===== src/sv/gpla_pkg.sv =====
// Package for the gas PPM linearizer and alarm core.
// Holds widths, segment table constants, register codes and shared structs.
// No dependencies.
`default_nettype none

package gpla_pkg;

  localparam int SampleW      = 10;
  localparam int QualifyCount = 50;
  localparam int CntW         = $clog2(QualifyCount + 1);

  localparam int PpmW    = 13;
  localparam int OffsetW = 12;
  localparam int ThrW    = 13;
  localparam int ModeW   = 2;
  localparam int CfgIdxW = 2;
  localparam int CfgW    = 13;

  localparam int DiffW  = 7;
  localparam int SlopeW = 9;
  localparam int ProdW  = DiffW + SlopeW;

  localparam int PpmMax = 5720;

  // Segment upper limits (exclusive)
  localparam int Lim0 = 120;
  localparam int Lim1 = 200;
  localparam int Lim2 = 250;
  localparam int Lim3 = 280;
  localparam int Lim4 = 320;
  localparam int Lim5 = 330;

  // Per-segment sample origin, slope and intercept
  localparam int Org0 = 0;
  localparam int Org1 = 100;
  localparam int Org2 = 200;
  localparam int Org3 = 250;
  localparam int Org4 = 280;
  localparam int Org5 = 320;

  localparam int Slp0 = 3;
  localparam int Slp1 = 45;
  localparam int Slp2 = 35;
  localparam int Slp3 = 10;
  localparam int Slp4 = 18;
  localparam int Slp5 = 280;

  localparam int Icp0 = 0;
  localparam int Icp1 = 360;
  localparam int Icp2 = 750;
  localparam int Icp3 = 2500;
  localparam int Icp4 = 2800;
  localparam int Icp5 = 3200;

  typedef enum logic [CfgIdxW-1:0] {
    CFG_CAL_MODE        = 2'd0,
    CFG_ZERO_OFFSET     = 2'd1,
    CFG_ALARM_THRESHOLD = 2'd2
  } cfg_reg_e;

  typedef enum logic [ModeW-1:0] {
    CAL_NONE   = 2'd0,
    CAL_OFFSET = 2'd1,
    CAL_FAILED = 2'd2
  } cal_mode_e;

  typedef struct packed {
    logic alarm_off;
    logic has_bias;
    logic self_test;
    logic test_active;
    logic reconnecting;
    logic warning_sent;
    logic updating;
  } alarm_flags_t;

  typedef struct packed {
    logic alarm;
    logic clear_indicators;
    logic send_warning;
  } alarm_res_t;

endpackage

`default_nettype wire


===== src/sv/gas_ppm_linearize_alarm_core.sv =====
// Gas PPM linearizer with qualified alarm: input register, one pass of logic, result register.
// Throughput one item per cycle unless the result register stalls; out_valid_o marks a result beat.
// The held PPM and the alarm counter update as an item moves into the result register.
// A stalled result register stalls the input once the input register is also full.
// Reset clears config registers, held PPM, counter, latch and all valid flags.
// Depends on gpla_pkg, gpla_linearize, gpla_alarm.
`default_nettype none

module gas_ppm_linearize_alarm_core (
  input  wire logic                            clk_i,
  input  wire logic                            rst_ni,
  input  wire logic                            in_valid_i,
  output logic                                 in_stall_o,
  input  wire logic [gpla_pkg::SampleW-1:0]    sample_i,
  input  wire logic                            alarm_off_i,
  input  wire logic                            has_bias_i,
  input  wire logic                            self_test_i,
  input  wire logic                            test_active_i,
  input  wire logic                            reconnecting_i,
  input  wire logic                            warning_sent_i,
  input  wire logic                            updating_i,
  output logic                                 out_valid_o,
  input  wire logic                            out_stall_i,
  output logic      [gpla_pkg::PpmW-1:0]       ppm_o,
  output logic                                 alarm_o,
  output logic                                 clear_indicators_o,
  output logic                                 send_warning_o,
  input  wire logic                            cfg_valid_i,
  output logic                                 cfg_ready_o,
  input  wire logic [gpla_pkg::CfgIdxW-1:0]    cfg_index_i,
  input  wire logic [gpla_pkg::CfgW-1:0]       cfg_data_i
);

  logic [gpla_pkg::ModeW-1:0]   mode_q;
  logic [gpla_pkg::OffsetW-1:0] offset_q;
  logic [gpla_pkg::ThrW-1:0]    thr_q;

  logic                         s1_valid_q, s1_valid_d;
  logic [gpla_pkg::SampleW-1:0] s1_sample_q;
  gpla_pkg::alarm_flags_t       s1_flags_q;

  logic                         out_valid_q;
  logic [gpla_pkg::PpmW-1:0]    ppm_out_q;
  gpla_pkg::alarm_res_t         res_out_q;

  logic [gpla_pkg::PpmW-1:0]    held_q, held_d;
  logic [gpla_pkg::PpmW-1:0]    lin, lin_sel;
  logic                         hit;
  logic                         out_free, fire, take_in;
  gpla_pkg::alarm_res_t         res;

  assign cfg_ready_o = 1'b1;

  always_ff @(posedge clk_i or negedge rst_ni) begin
    if (!rst_ni) begin
      mode_q   <= '0;
      offset_q <= '0;
      thr_q    <= '0;
    end else if (cfg_valid_i && cfg_ready_o) begin
      case (gpla_pkg::cfg_reg_e'(cfg_index_i))
        gpla_pkg::CFG_CAL_MODE:        mode_q   <= cfg_data_i[gpla_pkg::ModeW-1:0];
        gpla_pkg::CFG_ZERO_OFFSET:     offset_q <= cfg_data_i[gpla_pkg::OffsetW-1:0];
        gpla_pkg::CFG_ALARM_THRESHOLD: thr_q    <= cfg_data_i[gpla_pkg::ThrW-1:0];
        default: ;
      endcase
    end
  end

  // pipeline control
  assign out_free   = !out_valid_q || !out_stall_i;
  assign fire       = s1_valid_q && out_free;
  assign in_stall_o = s1_valid_q && !out_free;
  assign take_in    = in_valid_i && !in_stall_o;

  always_comb begin
    s1_valid_d = s1_valid_q;
    if (fire) begin
      s1_valid_d = 1'b0;
    end
    if (take_in) begin
      s1_valid_d = 1'b1;
    end
  end

  always_ff @(posedge clk_i or negedge rst_ni) begin
    if (!rst_ni) begin
      s1_valid_q  <= 1'b0;
      out_valid_q <= 1'b0;
    end else begin
      s1_valid_q <= s1_valid_d;
      if (fire) begin
        out_valid_q <= 1'b1;
      end else if (!out_stall_i) begin
        out_valid_q <= 1'b0;
      end
    end
  end

  always_ff @(posedge clk_i) begin
    if (take_in) begin
      s1_sample_q <= sample_i;
      s1_flags_q  <= '{alarm_off:    alarm_off_i,
                       has_bias:     has_bias_i,
                       self_test:    self_test_i,
                       test_active:  test_active_i,
                       reconnecting: reconnecting_i,
                       warning_sent: warning_sent_i,
                       updating:     updating_i};
    end
    if (fire) begin
      ppm_out_q <= held_d;
      res_out_q <= res;
    end
  end

  gpla_linearize u_lin (
    .sample_i (s1_sample_q),
    .lin_o    (lin),
    .hit_o    (hit)
  );

  // calibration / hold selection
  assign lin_sel = hit ? lin : '0;

  always_comb begin
    held_d = held_q;
    if (mode_q == gpla_pkg::CAL_OFFSET) begin
      held_d = (lin_sel > gpla_pkg::PpmW'(offset_q))
             ? lin_sel - gpla_pkg::PpmW'(offset_q) : '0;
    end else if (mode_q == gpla_pkg::CAL_NONE) begin
      if (hit) begin
        held_d = lin;
      end
    end
  end

  always_ff @(posedge clk_i or negedge rst_ni) begin
    if (!rst_ni) begin
      held_q <= '0;
    end else if (fire) begin
      held_q <= held_d;
    end
  end

  gpla_alarm u_alarm (
    .clk_i   (clk_i),
    .rst_ni  (rst_ni),
    .en_i    (fire),
    .ppm_i   (held_d),
    .thr_i   (thr_q),
    .flags_i (s1_flags_q),
    .res_o   (res)
  );

  assign out_valid_o        = out_valid_q;
  assign ppm_o              = ppm_out_q;
  assign alarm_o            = res_out_q.alarm;
  assign clear_indicators_o = res_out_q.clear_indicators;
  assign send_warning_o     = res_out_q.send_warning;

  a_warn_needs_alarm: assert property (@(posedge clk_i) disable iff (!rst_ni)
    out_valid_o && send_warning_o |-> alarm_o)
    else $error("warning request without alarm");

  a_clear_drops_alarm: assert property (@(posedge clk_i) disable iff (!rst_ni)
    out_valid_o && clear_indicators_o |-> !alarm_o)
    else $error("indicators cleared while alarm latched");

  a_stall_only_full: assert property (@(posedge clk_i) disable iff (!rst_ni)
    in_stall_o |-> s1_valid_q && out_valid_q)
    else $error("input stalled with room in pipeline");

  a_ppm_range: assert property (@(posedge clk_i) disable iff (!rst_ni)
    out_valid_o |-> ppm_o <= gpla_pkg::PpmW'(gpla_pkg::PpmMax))
    else $error("ppm out of range");

endmodule

`default_nettype wire


===== src/sv/gpla_linearize.sv =====
// Six-segment piecewise-linear map from converter sample to PPM.
// Combinational; uses gpla_pkg constants.
`default_nettype none

module gpla_linearize (
  input  wire logic [gpla_pkg::SampleW-1:0] sample_i,
  output logic      [gpla_pkg::PpmW-1:0]    lin_o,
  output logic                              hit_o
);

  localparam int SW = gpla_pkg::SampleW;

  logic [SW-1:0]                    org;
  logic [gpla_pkg::SlopeW-1:0]      slope;
  logic [gpla_pkg::PpmW-1:0]        icp;
  logic [SW-1:0]                    diff_full;
  logic [gpla_pkg::DiffW-1:0]       diff;
  logic [gpla_pkg::ProdW-1:0]       prod;

  always_comb begin
    hit_o = 1'b1;
    org   = SW'(gpla_pkg::Org0);
    slope = gpla_pkg::SlopeW'(gpla_pkg::Slp0);
    icp   = gpla_pkg::PpmW'(gpla_pkg::Icp0);
    if (sample_i < SW'(gpla_pkg::Lim0)) begin
      org   = SW'(gpla_pkg::Org0);
      slope = gpla_pkg::SlopeW'(gpla_pkg::Slp0);
      icp   = gpla_pkg::PpmW'(gpla_pkg::Icp0);
    end else if (sample_i < SW'(gpla_pkg::Lim1)) begin
      org   = SW'(gpla_pkg::Org1);
      slope = gpla_pkg::SlopeW'(gpla_pkg::Slp1);
      icp   = gpla_pkg::PpmW'(gpla_pkg::Icp1);
    end else if (sample_i < SW'(gpla_pkg::Lim2)) begin
      org   = SW'(gpla_pkg::Org2);
      slope = gpla_pkg::SlopeW'(gpla_pkg::Slp2);
      icp   = gpla_pkg::PpmW'(gpla_pkg::Icp2);
    end else if (sample_i < SW'(gpla_pkg::Lim3)) begin
      org   = SW'(gpla_pkg::Org3);
      slope = gpla_pkg::SlopeW'(gpla_pkg::Slp3);
      icp   = gpla_pkg::PpmW'(gpla_pkg::Icp3);
    end else if (sample_i < SW'(gpla_pkg::Lim4)) begin
      org   = SW'(gpla_pkg::Org4);
      slope = gpla_pkg::SlopeW'(gpla_pkg::Slp4);
      icp   = gpla_pkg::PpmW'(gpla_pkg::Icp4);
    end else if (sample_i < SW'(gpla_pkg::Lim5)) begin
      org   = SW'(gpla_pkg::Org5);
      slope = gpla_pkg::SlopeW'(gpla_pkg::Slp5);
      icp   = gpla_pkg::PpmW'(gpla_pkg::Icp5);
    end else begin
      hit_o = 1'b0;
    end
  end

  // offset within a segment never exceeds 119
  assign diff_full = sample_i - org;
  assign diff      = diff_full[gpla_pkg::DiffW-1:0];
  assign prod  = gpla_pkg::ProdW'(diff) * gpla_pkg::ProdW'(slope);
  assign lin_o = hit_o ? gpla_pkg::PpmW'(prod + gpla_pkg::ProdW'(icp))
                       : '0;

endmodule

`default_nettype wire


===== src/sv/gpla_alarm.sv =====
// Up/down qualifier counter and alarm latch, updated once per item.
// Uses gpla_pkg structs and constants.
`default_nettype none

module gpla_alarm (
  input  wire logic                         clk_i,
  input  wire logic                         rst_ni,
  input  wire logic                         en_i,
  input  wire logic [gpla_pkg::PpmW-1:0]    ppm_i,
  input  wire logic [gpla_pkg::ThrW-1:0]    thr_i,
  input  wire gpla_pkg::alarm_flags_t       flags_i,
  output gpla_pkg::alarm_res_t              res_o
);

  localparam logic [gpla_pkg::CntW-1:0] QMax = gpla_pkg::CntW'(gpla_pkg::QualifyCount);

  logic [gpla_pkg::CntW-1:0] cnt_q, cnt_d;
  logic                      latch_q, latch_d;
  logic                      go_up, go_down;

  assign go_up   = !flags_i.alarm_off && flags_i.has_bias && (ppm_i > thr_i);
  assign go_down = flags_i.alarm_off ||
                   ((ppm_i < thr_i) && !flags_i.test_active && !flags_i.reconnecting);

  always_comb begin
    cnt_d                  = cnt_q;
    latch_d                = latch_q;
    res_o.clear_indicators = 1'b0;
    if (!flags_i.self_test) begin
      if (go_up) begin
        if (cnt_q < QMax) begin
          cnt_d = cnt_q + 1'b1;
        end
        if (cnt_d >= QMax) begin
          latch_d = 1'b1;
        end
      end else if (go_down) begin
        if (cnt_q != '0) begin
          cnt_d = cnt_q - 1'b1;
        end
        if (cnt_d == '0) begin
          res_o.clear_indicators = 1'b1;
          latch_d                = 1'b0;
        end
      end
    end
    res_o.alarm        = latch_d;
    res_o.send_warning = !flags_i.self_test && latch_d &&
                         !flags_i.warning_sent && !flags_i.updating;
  end

  always_ff @(posedge clk_i or negedge rst_ni) begin
    if (!rst_ni) begin
      cnt_q   <= '0;
      latch_q <= 1'b0;
    end else if (en_i) begin
      cnt_q   <= cnt_d;
      latch_q <= latch_d;
    end
  end

endmodule

`default_nettype wire

===== config.mk =====
export PLATFORM = sky130hd
export DESIGN_NAME = gas_ppm_linearize_alarm_core
export DESIGN_NICKNAME = d
export VERILOG_FILES = /design/src/sv/gpla_pkg.sv /design/src/sv/gas_ppm_linearize_alarm_core.sv /design/src/sv/gpla_linearize.sv /design/src/sv/gpla_alarm.sv
export SDC_FILE = /design/constraint.sdc
export NUM_CORES = 1
export LEC_CHECK = 0
export BUFFER_PORTS_ARGS = -buffer_cell sky130_fd_sc_hd__buf_4
export CAP_MARGIN = 40
export CORE_ASPECT_RATIO = 1.25
export CORE_MARGIN = 3
export CORE_UTILIZATION = 50
export DETAILED_ROUTE_END_ITERATION = 10
export PLACE_DENSITY_LB_ADDON = 0.05
export SLEW_MARGIN = 20
export SYNTH_ARGS = -nofsm -noshare
export SYNTH_HDL_FRONTEND = slang
export SYNTH_SLANG_ARGS = --single-unit

===== constraint.sdc =====
create_clock -name clk_i -period 25.9 [get_ports clk_i]
set_clock_uncertainty 0.1 [all_clocks]
set_input_delay 1.295 -clock clk_i [delete_from_list [all_inputs] [get_ports clk_i]]
set_output_delay 1.295 -clock clk_i [all_outputs]
set_load 0.02 [all_outputs]

==> metrics.json, run 1 <==
{
  "detailed_routing": {
    "viasPerCell": 5.78,
    "drt_iter0_drc": 469,
    "wl_met2_um": 9600,
    "routedWlPerCell_um": 18.7,
    "ant_nets": 0,
    "num_vias": 5546,
    "met1Wirelength_um": 7150,
    "finalWirelength_um": 18000,
    "detailedRoute.firstPassIterationCount": 6,
    "met3WireLength_um": 708,
    "drt_drc_violations_left": 0,
    "dr.max_layer_used": "met4"
  },
  "floorplanning": {
    "dieHeight_um": 137,
    "core_area_um2": 13300,
    "core.rowCount": 47,
    "dieWidth_um": 111,
    "ios": 56,
    "initial_core_util_pct": 51.5,
    "fp.dieArea_um2": 15100
  },
  "cts": {
    "clock_tree.root_cell": "sky130_fd_sc_hd__clkbuf_16",
    "cts_num_sinks": 82,
    "path_clk_slew_ps": 60,
    "post_cts.repair.setup_buffers": 0,
    "tritoncts": "yes",
    "clkLatencyLatePin_ps": 340,
    "cts_buffer_depth": 2,
    "postCtsHoldBufs": 0,
    "ctsHtreeMaxLevel": 3,
    "cts_buffers": 9,
    "post_cts.resized_instances": 0
  },
  "timing": {
    "maxSlewHeadroom_pct": 39.5,
    "final_layout_setup_total_negative_slack_ps": 0,
    "postLayoutSetupSlackWorst_ps": 14460,
    "timing_max_transition_violations_final": 0,
    "min_period_over_period_pct": 44.2,
    "setup_violations": 0,
    "layout_min_cycle_time_ps": 11440,
    "clock.fmax_ghz": 0.0874,
    "grt_setup_unrepaired": "no",
    "worst_slew_pin_slew_ps": 895,
    "hold_viol_final": 0
  },
  "final_layout": {
    "drive_gt1_share_pct": 14.6,
    "final-instance-count-excl-fill": 960,
    "nets": 916,
    "area_growth_syn_to_layout_pct": 12.6,
    "post-route-cell-area_um2": 7700,
    "antenna_cells": 0,
    "nFillCells": 1204
  },
  "pwr": {
    "irDropWorstVdd_v": 0.0000570,
    "p_sw_share_pct": 45.7,
    "p_leak_uw": 0.00362,
    "p_int_uw": 437,
    "proportion_of_power_drawn_by_the_clock_network_pct": 15.4,
    "p_comb_share_pct": 60.4,
    "seq_power_share_pct": 24.2,
    "switchingPower_uw": 368,
    "power_per_cell_area_nw_per_um2": 105
  },
  "worst_setup_path": {
    "worst_r2r_startpoint": "s1_sample_q[3]$_DFFE_PP_",
    "slowest_delay_ps": 700,
    "worst_ep_required_time_ps": 25990,
    "path_class": "reg2reg",
    "reg2reg_setup_slack_ps": 14460,
    "critPathArrivalTime_ps": 11530,
    "startpoint_types": "register",
    "critical_path.most_common_cell": "sky130_fd_sc_hd__inv_1",
    "worstPathBufferInverterCount": 6,
    "crit_path_max_fanout": 14,
    "timing.critical_path.slowest_stage_cell": "sky130_fd_sc_hd__nor4b_1",
    "worst-r2r-cell-count": 42,
    "cp_top_family": "compound AO/OA/AOI/OAI gates",
    "r2r-end": "u_alarm.cnt_q[3]$_DFFE_PN0P_",
    "crit_start": "s1_sample_q[3]$_DFFE_PP_",
    "worst_setup_path_end_kind": "register"
  },
  "placed_design": {
    "place_inst": 942,
    "place_congestion": 0.960,
    "preCtsSetupSlack_ps": 14660,
    "hpwl_um": 14300,
    "place.port_buffers": 54,
    "place_area_um2": 7390
  },
  "synth": {
    "synth-simple-area-share_pct": 15.7,
    "synth_top_flop_cell": "sky130_fd_sc_hd__dfrtp_1",
    "synth_xor_area_share_pct": 3.29,
    "netlist.area_leader.share_pct": 17.9,
    "synth_compound_area_share_pct": 14.8,
    "adder_and_majority_gate_portion_of_the_synthesized_area_pct": 21.3,
    "synthDistinctLibCells": 70,
    "ys_top_cells_by_area": "sky130_fd_sc_hd__dfrtp_1 (18%), sky130_fd_sc_hd__edfxtp_1 (14%), sky130_fd_sc_hd__ha_1 (11%)",
    "synth_fp_nets": 865,
    "synthDominantAreaCellType": "sky130_fd_sc_hd__dfrtp_1",
    "synth.mux.area_fraction_pct": 5.45,
    "synth.avg_cell_area_um2": 9.33,
    "synth-warning-count": 0,
    "mappedNetlistArea_um2": 6840,
    "number_of_flops_mapped_to_enable_cells_by_yosys": 33,
    "netlist_instances": 733,
    "ys_ff_latch": 82,
    "ys_seq_area_share_pct": 32.4,
    "synth_top_family_by_area": "adder cells",
    "asyncSetResetFlopFracSynth_pct": 59.8
  },
  "grt": {
    "globalRouteOverflowTotal": 0,
    "first_global_vias": 5590,
    "grt_antenna_before_repair": 0,
    "grtUsageTotal_pct": 24.2,
    "grt_start_max_net_pins": 50,
    "grt_first_pass_wirelength_um": 28900
  },
  "hold_path": {
    "worst_hold_path.num_cells": 2,
    "hold_path_end": "held_q[0]$_DFFE_PN0P_",
    "worst_hold_startpoint": "held_q[0]$_DFFE_PN0P_",
    "worstHoldPathType": "reg2reg"
  },
  "outcome": {
    "outcome": "complete, no violations"
  },
  "flow_run": {
    "drv.max_cap_violation_count": 0
  }
}
Yosys cell counts (8+ instances only):
master                     count
sky130_fd_sc_hd__inv_1       101
sky130_fd_sc_hd__nor2_1       71
sky130_fd_sc_hd__ha_1         59
sky130_fd_sc_hd__nand2_1      58
sky130_fd_sc_hd__dfrtp_1      49
sky130_fd_sc_hd__o21ai_0      38
sky130_fd_sc_hd__fa_1         36
sky130_fd_sc_hd__edfxtp_1     33
sky130_fd_sc_hd__a21oi_1      28
sky130_fd_sc_hd__mux2_2       26
sky130_fd_sc_hd__nand2b_1     16
sky130_fd_sc_hd__o21a_1       14
sky130_fd_sc_hd__clkbuf_1     12
sky130_fd_sc_hd__nand3_1      12
sky130_fd_sc_hd__xor2_1       12
sky130_fd_sc_hd__nor3_1       11
sky130_fd_sc_hd__xnor2_1      11
sky130_fd_sc_hd__nand4_1      10
sky130_fd_sc_hd__a21o_1        9
sky130_fd_sc_hd__and2_1        9
sky130_fd_sc_hd__mux2i_1       8
sky130_fd_sc_hd__o31ai_1       8
flip-flops by register name (all words and copies together), names as in the netlist:
name and flops:
mode_q 2, send_warning_o 1, u_alarm.latch_q 1, alarm_o 1, ppm_o 13, thr_q 13, u_alarm.cnt_q 6, s1_valid_q 1
out_valid_o 1, offset_q 12, s1_flags_q 7, held_q 13, clear_indicators_o 1, s1_sample_q 10
logic make-up (layout without fill, tap and decap cells):
logic type,count (synthesis),in the layout
adder cells (fa/ha/maj),95,95
AND/OR/NAND/NOR,224,224
multiplexers,34,34
buffers and inverters,122,178
XOR/XNOR,24,24
AO/OA/AOI/OAI,151,151
flip-flops,82,82
other,1,1
metrics by stage:
stage	util [%]	power (uW)	hold WS, ps
after floorplan	-	552	350
after global routing	57.9	879	419
after detailed placement	55.6	675	379
final	57.9	805	396
after CTS	57.8	805	394
after global placement	55.6	671	368
cell type report:
cell class | instances | area [um^2] | share of cell area [%]
clock inverters | 5 | 33.8 | 0.439
clock buffers | 11 | 254 | 3.30
inverters | 103 | 387 | 5.02
flip-flops and latches | 82 | 2220 | 28.8
multi-input cells | 529 | 4150 | 53.9
well taps | 171 | 214 | 2.78
repair buffers | 59 | 447 | 5.80
layer usage:
| metal | global-route usage [%] | up-vias |
|---|---|---|
| met4 | 8.62 | 0 |
| met1 | 29.8 | 2705 |
| met2 | 44.1 | 183 |
| met5 | 0 | - |
| met3 | 2.83 | 34 |
| li1 | - | 2624 |
worst max-delay path by stage:
stage / end / slack (ps) / depth (start not counted)
CTS: u_alarm.cnt_q[3]$_DFFE_PN0P_ / 14580 / 42
detailed placement: u_alarm.cnt_q[3]$_DFFE_PN0P_ / 14660 / 42
floorplan: alarm_o$_DFFE_PP_ / 15930 / 45
global route: u_alarm.cnt_q[3]$_DFFE_PN0P_ / 13770 / 42
global placement: u_alarm.cnt_q[3]$_DFFE_PN0P_ / 14760 / 42
finish: u_alarm.cnt_q[3]$_DFFE_PN0P_ / 14460 / 42
power groups by stage:
stage | clock network (uW) | logic, uW | registers (uW)
global route | 131 | 549 | 199
detailed placement | 0 | 479 | 197
finish | 124 | 486 | 195
floorplan | 0 | 358 | 194
CTS | 126 | 484 | 195
global placement | 0 | 475 | 196
placed cells by master, fill, tap and decap left out, types with 3 or more instances in the layout:
master and count:
sky130_fd_sc_hd__a211oi_1 7, sky130_fd_sc_hd__a21o_1 9, sky130_fd_sc_hd__a21oi_1 28, sky130_fd_sc_hd__a22oi_1 7, sky130_fd_sc_hd__a31oi_1 5, sky130_fd_sc_hd__and2_1 9
sky130_fd_sc_hd__and3_1 7, sky130_fd_sc_hd__buf_4 58, sky130_fd_sc_hd__clkbuf_16 10, sky130_fd_sc_hd__dfrtp_1 49, sky130_fd_sc_hd__edfxtp_1 33, sky130_fd_sc_hd__fa_1 36
sky130_fd_sc_hd__ha_1 59, sky130_fd_sc_hd__inv_1 101, sky130_fd_sc_hd__mux2_2 26, sky130_fd_sc_hd__mux2i_1 8, sky130_fd_sc_hd__nand2_1 58, sky130_fd_sc_hd__nand2b_1 16
sky130_fd_sc_hd__nand3_1 12, sky130_fd_sc_hd__nand4_1 10, sky130_fd_sc_hd__nor2_1 71, sky130_fd_sc_hd__nor2b_1 3, sky130_fd_sc_hd__nor3_1 11, sky130_fd_sc_hd__nor4_1 3
sky130_fd_sc_hd__o21a_1 14, sky130_fd_sc_hd__o21ai_0 38, sky130_fd_sc_hd__o21ai_1 4, sky130_fd_sc_hd__o21bai_1 3, sky130_fd_sc_hd__o22ai_1 3, sky130_fd_sc_hd__o31ai_1 8
sky130_fd_sc_hd__or2_2 6, sky130_fd_sc_hd__or3_1 5, sky130_fd_sc_hd__xnor2_1 11, sky130_fd_sc_hd__xor2_1 12
worst register-to-register path: cells and delay by family, from the launching register on:
family	cells	cell delay, ps
compound gates	16	3740
fa+ha+maj	8	3490
simple gates	9	2080
buf+inv	6	540
flops	1	460
xor+xnor	3	880
Power figures use the tool's default switching activity.
==> inputs of run 2 (changes only) <==
--- a/config.mk
+++ b/config.mk
@@ -5,6 +5,7 @@
 export SDC_FILE = /design/constraint.sdc
 export NUM_CORES = 1
 export LEC_CHECK = 0
+export ABC_AREA = 1
 export BUFFER_PORTS_ARGS = -buffer_cell sky130_fd_sc_hd__buf_4
 export CAP_MARGIN = 40
 export CORE_ASPECT_RATIO = 1.25
==> constraint.sdc (replaced) <==
create_clock -name clk_i -period 10.79 [get_ports clk_i]
set_clock_uncertainty 0.1 [all_clocks]
set_input_delay 0.5395 -clock clk_i [delete_from_list [all_inputs] [get_ports clk_i]]
set_output_delay 0.5395 -clock clk_i [all_outputs]
set_load 0.02 [all_outputs]
==> run 2 against run 1 <==
  * First-iteration DRC count is 33% lower
  * Area after synthesis is 1.0% higher
  * Power grew to 3.2 times the previous value
  * Critical path depth is 8 higher
  * Non-clock buffer count is 2 lower
  * Die area is 0.96% higher
==> metrics.json, run 2 <==
{
  "hold_path": {
    "worstHoldPathType": "in2async"
  },
  "placed_design": {
    "hpwl": {"value": 14200, "unit": "um", "change": "-0.71%"},
    "place.port_buffers": {"value": 54, "change": "unchanged"},
    "place_inst": {"value": 1107, "change": "+18%"},
    "place_area": {"value": 7480, "unit": "um^2", "change": "+1.1%"},
    "place_congestion": {"value": 0.930, "change": "-3.2%"}
  },
  "cts": {
    "ctsHtreeMaxLevel": {"value": 3, "change": "unchanged"},
    "post_cts.repair.setup_buffers": {"value": 0, "change": "unchanged"},
    "path_clk_slew": {"value": 70, "unit": "ps", "change": "about the same"},
    "postCtsHoldBufs": {"value": 0, "change": "unchanged"},
    "clock_tree.root_cell": "sky130_fd_sc_hd__clkbuf_16",
    "post_cts.resized_instances": {"value": 0, "change": "unchanged"},
    "clkLatencyLatePin": {"value": 340, "unit": "ps", "change": "about the same"},
    "tritoncts": "yes",
    "cts_buffers": {"value": 9, "change": "unchanged"},
    "cts_buffer_depth": {"value": 2, "change": "unchanged"},
    "cts_num_sinks": {"value": 82, "change": "unchanged"}
  },
  "timing": {
    "hold_viol_final": {"value": 0, "change": "unchanged"},
    "min_period_over_period": {"value": 92.5, "unit": "%", "change": "+48 points"},
    "clock.fmax": {"value": 0.100, "unit": "GHz", "change": "+15%"},
    "maxSlewHeadroom": {"value": 46.6, "unit": "%", "change": "+7.1 points"},
    "worst_slew_pin_slew": {"value": 798, "unit": "ps", "change": "-96.6 ps"},
    "layout_min_cycle_time": {"value": 9980, "unit": "ps", "change": "-1460 ps"},
    "timing_max_transition_violations_final": {"value": 0, "change": "unchanged"},
    "whs": {"value": 118, "unit": "ps", "change": "-278 ps"},
    "setup_violations": {"value": 0, "change": "unchanged"}
  },
  "final_layout": {
    "final_core_util": {"value": 58.3, "unit": "%", "change": "+0.33 points"},
    "final-instance-count-excl-fill": {"value": 1124, "change": "+17%"},
    "final_cell_mix": "sky130_fd_sc_hd__nand2_1 (202), sky130_fd_sc_hd__inv_1 (188), sky130_fd_sc_hd__nor2_1 (78)",
    "area_growth_syn_to_layout_pct": 13.1,
    "drive_gt1_share": {"value": 11.5, "unit": "%", "change": "-3.0 points"},
    "biggestRegsByFlops": "held_q (13), ppm_o (13), thr_q (13)",
    "nets": {"value": 1080, "change": "+18%"},
    "layout.cells.most_common": "sky130_fd_sc_hd__nand2_1",
    "post-route-cell-area": {"value": 7810, "unit": "um^2", "change": "+1.5%"},
    "nFillCells": {"value": 1276, "change": "+6.0%"},
    "antenna_cells": {"value": 0, "change": "unchanged"}
  },
  "worst_setup_path": {
    "path_class": "reg2reg",
    "crit_path_max_fanout": {"value": 12, "change": "-2"},
    "startpoint_types": "register",
    "worst_r2r_startpoint": "s1_sample_q[7]$_DFFE_PP_",
    "critical_path.most_common_cell": "sky130_fd_sc_hd__inv_1",
    "worst_setup_path_end_kind": "register",
    "slowest_delay": {"value": 540, "unit": "ps", "change": "-160 ps"},
    "timing.critical_path.slowest_stage_cell": "sky130_fd_sc_hd__fa_1",
    "reg2reg_setup_slack": {"value": 810, "unit": "ps", "change": "-13650 ps"},
    "worst_ep_required_time": {"value": 10900, "unit": "ps", "change": "-15090 ps"},
    "critPathArrivalTime": {"value": 10090, "unit": "ps", "change": "-1440 ps"},
    "worst-r2r-cell-count": {"value": 50, "change": "+19%"},
    "r2r-end": "u_alarm.cnt_q[1]$_DFFE_PN0P_"
  },
  "outcome": {
    "outcome": "complete, no violations"
  },
  "floorplanning": {
    "initial_core_util": {"value": 51.5, "unit": "%", "change": "+0.062 points"},
    "fp.dieArea": {"value": 15300, "unit": "um^2", "change": "+0.96%"},
    "dieWidth": {"value": 111, "unit": "um", "change": "+0.47%"},
    "ios": {"value": 56, "change": "unchanged"},
    "core.rowCount": {"value": 47, "change": "unchanged"},
    "dieHeight": {"value": 137, "unit": "um", "change": "+0.48%"},
    "core_area": {"value": 13400, "unit": "um^2", "change": "+0.89%"}
  },
  "detailed_routing": {
    "ant_nets": {"value": 0, "change": "unchanged"},
    "routedWlPerCell": {"value": 15.6, "unit": "um", "change": "-17%"},
    "viasPerCell": {"value": 5.21, "change": "-9.8%"},
    "num_vias": {"value": 5858, "change": "+5.6%"},
    "drt_iter0_drc": {"value": 312, "change": "-33%"},
    "detailedRoute.firstPassIterationCount": {"value": 5, "change": "-1"},
    "finalWirelength": {"value": 17500, "unit": "um", "change": "-2.5%"},
    "drt_drc_violations_left": {"value": 0, "change": "unchanged"}
  },
  "grt": {
    "globalRouteOverflowTotal": {"value": 0, "change": "unchanged"},
    "grt_start_max_net_pins": {"value": 50, "change": "unchanged"},
    "grt_first_pass_wirelength": {"value": 28600, "unit": "um", "change": "-1.3%"},
    "grtUsageTotal": {"value": 23.7, "unit": "%", "change": "-0.51 points"},
    "first_global_vias": {"value": 5926, "change": "+6.0%"},
    "grt_antenna_before_repair": {"value": 0, "change": "unchanged"}
  },
  "pwr": {
    "irDropWorstVdd": {"value": 0.000236, "unit": "V", "change": "+310%"},
    "power_per_cell_area": {"value": 331, "unit": "nW/um^2", "change": "+220%"},
    "p_leak": {"value": 0.00413, "unit": "uW", "change": "+14%"}
  },
  "synth": {
    "synthDistinctLibCells": {"value": 40, "change": "-43%"},
    "mappedNetlistArea": {"value": 6910, "unit": "um^2", "change": "+1.0%"},
    "number_of_flops_mapped_to_enable_cells_by_yosys": {"value": 33, "change": "unchanged"},
    "netlist.area_leader.share": {"value": 17.7, "unit": "%", "change": "-0.18 points"},
    "synth_top_flop_cell": "sky130_fd_sc_hd__dfrtp_1",
    "ys_top_cells_by_area": "sky130_fd_sc_hd__dfrtp_1 (18%), sky130_fd_sc_hd__edfxtp_1 (14%), sky130_fd_sc_hd__nand2_1 (11%)",
    "synth_most_common_cell": "sky130_fd_sc_hd__nand2_1",
    "ys_ff_latch": {"value": 82, "change": "unchanged"},
    "netlist_instances": {"value": 894, "change": "+22%"},
    "asyncSetResetFlopFracSynth": {"value": 59.8, "unit": "%", "change": "unchanged"},
    "post_synth_most_frequent_cells": "sky130_fd_sc_hd__nand2_1 (202), sky130_fd_sc_hd__inv_1 (189), sky130_fd_sc_hd__nor2_1 (80)",
    "synth_fp_nets": {"value": 1026, "change": "+19%"},
    "synthDominantAreaCellType": "sky130_fd_sc_hd__dfrtp_1",
    "synth.avg_cell_area": {"value": 7.73, "unit": "um^2", "change": "-17%"},
    "ys_seq_area_share": {"value": 32.1, "unit": "%", "change": "-0.32 points"},
    "synth-warning-count": {"value": 0, "change": "unchanged"}
  },
  "flow_run": {
    "drv.max_cap_violation_count": {"value": 0, "change": "unchanged"}
  }
}
run 2: changes by cell type after synthesis, moves of 16 or more:
cell,previous run,this run
sky130_fd_sc_hd__nand2b_1,16,0
sky130_fd_sc_hd__inv_1,101,189
sky130_fd_sc_hd__nand3_1,12,33
sky130_fd_sc_hd__a21oi_1,28,45
sky130_fd_sc_hd__nand2_1,58,202
sky130_fd_sc_hd__o21ai_0,38,55
sky130_fd_sc_hd__mux2_2,26,0
run 2: critical path, delay by kind of cell (launching register included):
| family | cells | cell delay (ps) |
|---|---|---|
| adder cells (fa/ha/maj) | 9 | 3770 |
| flip-flops | 1 | 480 |
| buffers and inverters | 9 | 700 |
| XOR/XNOR | 2 | 660 |
| AO/OA/AOI/OAI | 12 | 1820 |
| AND/OR/NAND/NOR | 18 | 2320 |
run 2: report_power, final:
group          leakage [uW]  switching [uW]  internal (uW)
Combinational       0.00305            1160            654
Sequential         0.000929            49.2            415
Clock              0.000150             132            184
Total               0.00413            1340           1250
run 2: cell families (layout without fill, tap and decap cells):
family / after synthesis / after routing / share of synthesized area (%)
other cells: 1 / 1 / 0.0543
xor+xnor: 18 / 18 / 2.28
buf+inv: 206 / 265 / 11.4
flops: 82 / 82 / 32.1
fa+ha+maj: 95 / 95 / 21.1
compound gates: 132 / 132 / 10.7
simple gates: 360 / 360 / 22.3
run 2: stage by stage:
| stage | setup slack (ps) | setup TNS [ps] | power, uW |
|---|---|---|---|
| 5_1_grt | -0.482 | -0.482 | 2860 |
| 4_1_cts | 607 | 0 | 2590 |
| 2_1_floorplan | 1920 | 0 | 1800 |
| 3_3_place_gp | 939 | 0 | 2230 |
| 3_5_place_dp | 655 | 0 | 2250 |
| 6_report | 810 | 0 | 2590 |
run 2: layout make-up:
cell class	instances	area [um^2]	area share, %
Clock buffer	9	225	2.88
Clock inverter	7	82.6	1.06
Inverter	192	721	9.22
Multi-Input combinational cell	606	3920	50.2
Sequential cell	82	2220	28.4
Tap cell	171	214	2.74
Timing Repair Buffer	57	432	5.52
run 2: how the worst max path moves through the flow:
stage,startpoint,slack (ps),to
6_report,s1_sample_q[7]$_DFFE_PP_,810,u_alarm.cnt_q[1]$_DFFE_PN0P_
2_1_floorplan,s1_sample_q[5]$_DFFE_PP_,1920,u_alarm.cnt_q[2]$_DFFE_PN0P_
5_1_grt,s1_sample_q[7]$_DFFE_PP_,-0.5,u_alarm.cnt_q[0]$_DFFE_PN0P_
3_5_place_dp,s1_sample_q[5]$_DFFE_PP_,650,u_alarm.cnt_q[0]$_DFFE_PN0P_
4_1_cts,s1_sample_q[5]$_DFFE_PP_,610,u_alarm.cnt_q[0]$_DFFE_PN0P_
3_3_place_gp,s1_sample_q[5]$_DFFE_PP_,940,u_alarm.cnt_q[0]$_DFFE_PN0P_
run 2: metal layers:
metal,global-route usage (%),up-vias,routed length [um]
li1,-,2915,-
met1,27.6,2772,7180
met2,43.7,129,9110
met3,2.99,42,495
met4,11.0,0,730
met5,0,-,0
